===== config.mk =====
export PLATFORM = sky130hd
export DESIGN_NAME = acm_ram
export DESIGN_NICKNAME = d
export VERILOG_FILES = /design/src/hdl/aho_corasick_matcher_top_macros.svh /design/src/hdl/acm_ram.sv
export SDC_FILE = /design/constraint.sdc
export NUM_CORES = 2
export LEC_CHECK = 0
export BUFFER_PORTS_ARGS = -buffer_cell sky130_fd_sc_hd__clkbuf_2
export CAP_MARGIN = 30
export CORE_UTILIZATION = 31
export DETAILED_ROUTE_END_ITERATION = 10
export GPL_ROUTABILITY_DRIVEN = 0
export MAX_ROUTING_LAYER = met4
export PLACE_DENSITY = 0.51
export SLEW_MARGIN = 15
export SYNTH_ARGS = -nofsm -noshare
export SYNTH_HDL_FRONTEND = slang
export SYNTH_SLANG_ARGS = --single-unit

===== constraint.sdc =====
create_clock -name clock -period 2.65 [get_ports clock]
set_input_delay 0.1325 -clock clock [delete_from_list [all_inputs] [get_ports clock]]
set_output_delay 0.1325 -clock clock [all_outputs]
set_load 0.1 [all_outputs]

===== src/hdl/aho_corasick_matcher_top_macros.svh =====
// assertion macros for the pattern matcher
`ifndef AHO_CORASICK_MATCHER_TOP_MACROS_SVH
`define AHO_CORASICK_MATCHER_TOP_MACROS_SVH
`ifndef ASSERT_OFF
`define ACM_ASSERT_IMP(lbl, clk, rst, ante, cons) \
   lbl: assert property (@(posedge clk) disable iff (rst) (ante) |-> (cons)) \
      else $error("assertion failed");
`define ACM_ASSERT_NXT(lbl, clk, rst, ante, cons) \
   lbl: assert property (@(posedge clk) disable iff (rst) (ante) |=> (cons)) \
      else $error("assertion failed");
`else
`define ACM_ASSERT_IMP(lbl, clk, rst, ante, cons)
`define ACM_ASSERT_NXT(lbl, clk, rst, ante, cons)
`endif
`endif


===== src/hdl/acm_ram.sv =====
// generic simple dual port ram (one write port, one read port) with registered read
`default_nettype none
module acm_ram #(
   parameter int WIDTH = 8,
   parameter int DEPTH = 256
) (
   input  wire logic                     clock,
   input  wire logic                     wr_en,
   input  wire logic [$clog2(DEPTH)-1:0] wr_addr,
   input  wire logic [WIDTH-1:0]         wr_data,
   input  wire logic [$clog2(DEPTH)-1:0] rd_addr,
   output logic      [WIDTH-1:0]         rd_data
);
   logic [WIDTH-1:0] mem [DEPTH];
   // write port and registered read
   always_ff @(posedge clock) begin
      if (wr_en) mem[wr_addr] <= wr_data;
      rd_data <= mem[rd_addr];
   end
endmodule
`default_nettype wire


==> Flow_metrics.wiki <==
{| class="wikitable"
! Metric !! Value
|-
| Buffer levels on the longest clock path || 3
|-
| Fmax achieved || 397 MHz
|-
| IO Count || 34
|-
| Relative contribution of sequential cells to total power || 0.522
|-
| Number of placement rows || roughly 190
|-
| Area growth syn-to-layout || 19.3%
|-
| Starting density of the core || 0.312
|-
| Count of clock tree sinks || slightly above 2000
|-
| Comb power frac || 0.057
|-
| Number of hold violations in the final report || 0
|-
| Portion of total power attributed to the clock network || 0.421
|-
| X dimension of the die || 509 um
|-
| TritonCTS clock tree || done
|-
| Wire length of the first global-routing pass || 309 mm
|-
| Total number of yosys warnings || 0
|-
| Slowest Stage Delay on Critical Path || 800 ps
|-
| Detailed Route Iter0 Violations || between 3000 and 4000
|-
| Count of final setup violators || 0
|-
| Number of global-route vias before repair || a little over 40000
|-
| Slowest stage cell, crit path || sky130_fd_sc_hd__nor4_1
|-
| Cells along the critical path || mux4_2, o211ai_1, nand3_1, nor4_1, buf_4, nor4_2
|-
| Number of routed nets with antenna violations || 0
|-
| Worst setup path startpoint || mem[51][2]
|-
| Switching power || around 15000 uW
|-
| Critical path fanouts, max || 1
|-
| TritonRoute pass-1 iters || 5
|-
| Count of cells along the worst register-to-register path || 6
|-
| Library cells used by synthesis || 55
|-
| Wirelength per Cell || 27.3 um
|-
| Hold_sp || wr_addr[7]
|-
| Via density per instance || a little over 5
|-
| Stages on the worst setup path || 6
|-
| Bufs and invs on worst path || 1
|-
| Cell count after synthesis || 3733
|-
| Ys flop type || sky130_fd_sc_hd__edfxtp_1
|-
| Clock latency at the later pin of the worst-skew pair || around 860 ps
|-
| Sink of the worst hold path || mem[250][6]
|-
| Post-route clock period utilization || 0.950
|-
| Number of filler instances in the final layout || 23300
|-
| Arrival time of data at the critical path endpoint || roughly 3300 ps
|-
| Cell count of the worst hold path || 4
|-
| Count of nets after finishing || 4385
|-
| Type of origin of the critical path || flop
|-
| Final worst path period need || approximately 2500 ps
|-
| Number of post-CTS setup repair buffers || 0
|-
| Worst Setup Slack post-DPL || -578 ps
|-
| Net switching share of the total power || 0.221
|-
| FF+latch count, synth || between 2000 and 2500
|-
| Terminus of the critical flop-to-flop path || rd_data[2]
|-
| Worst Clk Skew || between 50 and 60 ps
|-
| Clock transition at path regs || roughly 60 ps
|-
| Library cell used as clock root buffer || sky130_fd_sc_hd__clkbuf_16
|-
| Placed standard-cell area || 88000 um^2
|-
| Antenna violations before repair || 14
|-
| Worst setup slack for register-to-register paths || approximately 130 ps
|-
| Core Footprint || ~250000 um^2
|-
| H-Tree Level Count || 4
|-
| Post-synth EDFFs || roughly 2000
|-
| RR Startpoint || mem[51][2]
|-
| Buffers on Ports || 33
|-
| Maximum number of pins on one net before global-route repair || between 100 and 150
|-
| Global router's overall resource usage || 0.172
|-
| Internal power of the cells || 53600 uW
|-
| RSZ-0062 raised after global routing || no
|-
| Hpwl dp || approximately 140 mm
|-
| Post-synth net total || between 3000 and 4000
|-
| GRT Residual Overflow || 0
|-
| Required time at the endpoint of the critical path || approximately 3400 ps
|-
| Slew Limit Fails || 0
|-
| Die Ht || 509 um
|-
| Post-Synthesis Cell Area || 79600 um^2
|-
| Portion of the post-synthesis area used by sequential elements || 0.775
|-
| Crit path max-delay family || simple AND/OR/NAND/NOR gates
|-
| Worst min path class || in2reg
|-
| Count of vias placed by the detailed router || 40200
|-
| Register cell area after layout || 61700 um^2
|-
| Static leakage || ~0.030 uW
|-
| Areal power density over the cells || ~720 nW/um^2
|-
| Non-filler cells, final || ~7900
|-
| Overall power consumption || around 70000 uW
|-
| Critical path endpoint category || flop
|-
| # Max-Cap Violations || 0
|-
| Area of the multi-input gates || 16500 um^2
|-
| Max_slew headroom || 0.345
|-
| Final Worst Setup Slack || approximately 130 ps
|-
| Final Routed Wirelength || about 220 mm
|-
| Slew at the pin with the worst max-slew slack || 974 ps
|-
| Worst IR Drop VDD || 811 uV
|-
| Outcome || complete, no violations
|-
| Startpoint-to-endpoint class of the critical path || reg2reg
|-
| Fraction of layout cells with a size suffix above 1 || 0.310
|-
| Synthesized area divided by synthesized cell count || 21.3 um^2
|-
| Die outline area || approximately 260000 um^2
|-
| Final design instance area without fill || 94900 um^2
|-
| Post-placement cell count || between 7000 and 8000
|-
| DRC errors left || 0
|-
| Share of synthesized registers carrying an async set or reset || 0
|-
| Number of buffers created by CTS || roughly 210
|}
[Yosys cell counts (3+ instances only)]
cell type | number | area, um^2
sky130_fd_sc_hd__o32ai_1 | 4 | 35.0
sky130_fd_sc_hd__a22o_1 | 8 | 70.1
sky130_fd_sc_hd__buf_2 | 31 | 155
sky130_fd_sc_hd__buf_1 | 22 | 82.6
sky130_fd_sc_hd__nand3_1 | 34 | 170
sky130_fd_sc_hd__buf_6 | 21 | 236
sky130_fd_sc_hd__o221ai_1 | 46 | 403
sky130_fd_sc_hd__buf_12 | 8 | 160
sky130_fd_sc_hd__o22a_1 | 5 | 43.8
sky130_fd_sc_hd__nand2b_1 | 8 | 50.1
sky130_fd_sc_hd__and2_1 | 6 | 37.5
sky130_fd_sc_hd__o21ai_0 | 10 | 50.1
sky130_fd_sc_hd__o211ai_1 | 10 | 75.1
sky130_fd_sc_hd__buf_8 | 13 | 195
sky130_fd_sc_hd__a211oi_1 | 16 | 120
sky130_fd_sc_hd__buf_4 | 27 | 203
sky130_fd_sc_hd__nor4_1 | 24 | 150
sky130_fd_sc_hd__nor4_2 | 3 | 37.5
sky130_fd_sc_hd__a22oi_1 | 133 | 998
sky130_fd_sc_hd__mux4_2 | 454 | 10200
sky130_fd_sc_hd__nor2_1 | 282 | 1060
sky130_fd_sc_hd__nand4_1 | 10 | 62.6
sky130_fd_sc_hd__nor2b_1 | 31 | 194
sky130_fd_sc_hd__o22ai_1 | 28 | 175
sky130_fd_sc_hd__nand2_1 | 33 | 124
sky130_fd_sc_hd__clkbuf_1 | 111 | 417
sky130_fd_sc_hd__a21oi_1 | 96 | 480
sky130_fd_sc_hd__mux2i_1 | 134 | 1340
sky130_fd_sc_hd__or2_2 | 4 | 25.0
sky130_fd_sc_hd__edfxtp_1 | 2048 | 61500
sky130_fd_sc_hd__dfxtp_1 | 8 | 160
sky130_fd_sc_hd__a221oi_1 | 13 | 114
sky130_fd_sc_hd__nor3_1 | 22 | 110
[cell families (layout without fill, tap and decap cells)]
kind of cell	count (synthesis)	count (layout)	synth area share
AOI/OAI and AO/OA	385	385	0.0342
buffers and inverters	235	1043	0.0183
muxes	591	591	0.146
other	0	6	0
and+or+nand+nor	466	466	0.0263
DFF	2056	2056	0.775
[state kept, by name (all words and copies together), names as in the netlist]
| signal | count |
|---|---|
| mem | 2048 |
| rd_data | 8 |
[per-stage QoR]
stage | hold WS, ps | utilization | setup TNS [ps]
2_1_floorplan | 231 | - | 0
3_3_place_gp | 536 | 0.346 | -2340
3_5_place_dp | 542 | 0.346 | -2450
4_1_cts | 9.86 | 0.373 | 0
5_1_grt | 74.5 | 0.373 | 0
6_report | 67.8 | 0.373 | 0
[power by group through the flow]
| stage | Clock, uW | Combinational [uW] | Sequential (uW) |
|---|---|---|---|
| 2_1_floorplan | 0 | 1740 | 36700 |
| 6_report | 28900 | 3910 | 35900 |
| 3_3_place_gp | 0 | 3920 | 36600 |
| 3_5_place_dp | 0 | 3950 | 36600 |
| 5_1_grt | 30700 | 4130 | 35900 |
| 4_1_cts | 29500 | 3970 | 35900 |
[placed cells by master (no fill, tap or decap), types with 28 or more instances in the layout]
cell type                   instances
sky130_fd_sc_hd__clkbuf_1          48
sky130_fd_sc_hd__nand2_1           33
sky130_fd_sc_hd__nor2_1           279
sky130_fd_sc_hd__a22oi_1          133
sky130_fd_sc_hd__a21oi_1           96
sky130_fd_sc_hd__nand3_1           33
sky130_fd_sc_hd__o221ai_1          46
sky130_fd_sc_hd__mux2i_1          134
sky130_fd_sc_hd__buf_12            67
sky130_fd_sc_hd__buf_4            536
sky130_fd_sc_hd__nor2b_1           28
sky130_fd_sc_hd__clkbuf_16        212
sky130_fd_sc_hd__clkinv_2          42
sky130_fd_sc_hd__o22ai_1           28
sky130_fd_sc_hd__mux4_2           454
sky130_fd_sc_hd__clkinv_1          53
sky130_fd_sc_hd__edfxtp_1        2048
[metal layers]
| layer | GRT usage | vias to the layer above | share of wire |
|---|---|---|---|
| met5 | - | - | 0 |
| met4 | 0.0409 | 0 | 0.025 |
| met3 | 0.0259 | 291 | 0.053 |
| met2 | 0.271 | 1227 | 0.48 |
| met1 | 0.235 | 21700 | 0.44 |
| li1 | - | 17000 | - |
[how the worst max path moves through the flow]
stage            endpoint  slack, ps
5_1_grt        rd_data[2]         60
2_1_floorplan  rd_data[2]        580
4_1_cts        rd_data[1]         30
6_report       rd_data[2]        130
3_5_place_dp   rd_data[1]       -580
3_3_place_gp   rd_data[1]       -560
[tightest hold or removal path, delay by kind of cell]
| kind | cells | cell delay (ps) |
|---|---|---|
| buffers and inverters | 2 | 390 |
| and+or+nand+nor | 2 | 220 |
[final cells by class]
cell class / instances / share of cell area
Tap cell: 3366 / 0.0444
Sequential cell: 2056 / 0.650
Timing Repair Buffer: 646 / 0.0605
Multi-Input combinational cell: 1442 / 0.174
Clock inverter: 135 / 0.0132
Clock buffer: 260 / 0.0578
Antenna cell: 6 / 0.000158
Inverter: 2 / 0.0000791
[timing repair]
action | in CTS | in global routing
hold buffers | 12 | 0
hold endpoints to repair | 814 | 0
endpoints found under the setup margin | 2 | 1
gates resized for setup | 2 | 1
cloned | 0 | 0
Power figures use the tool's default switching activity.
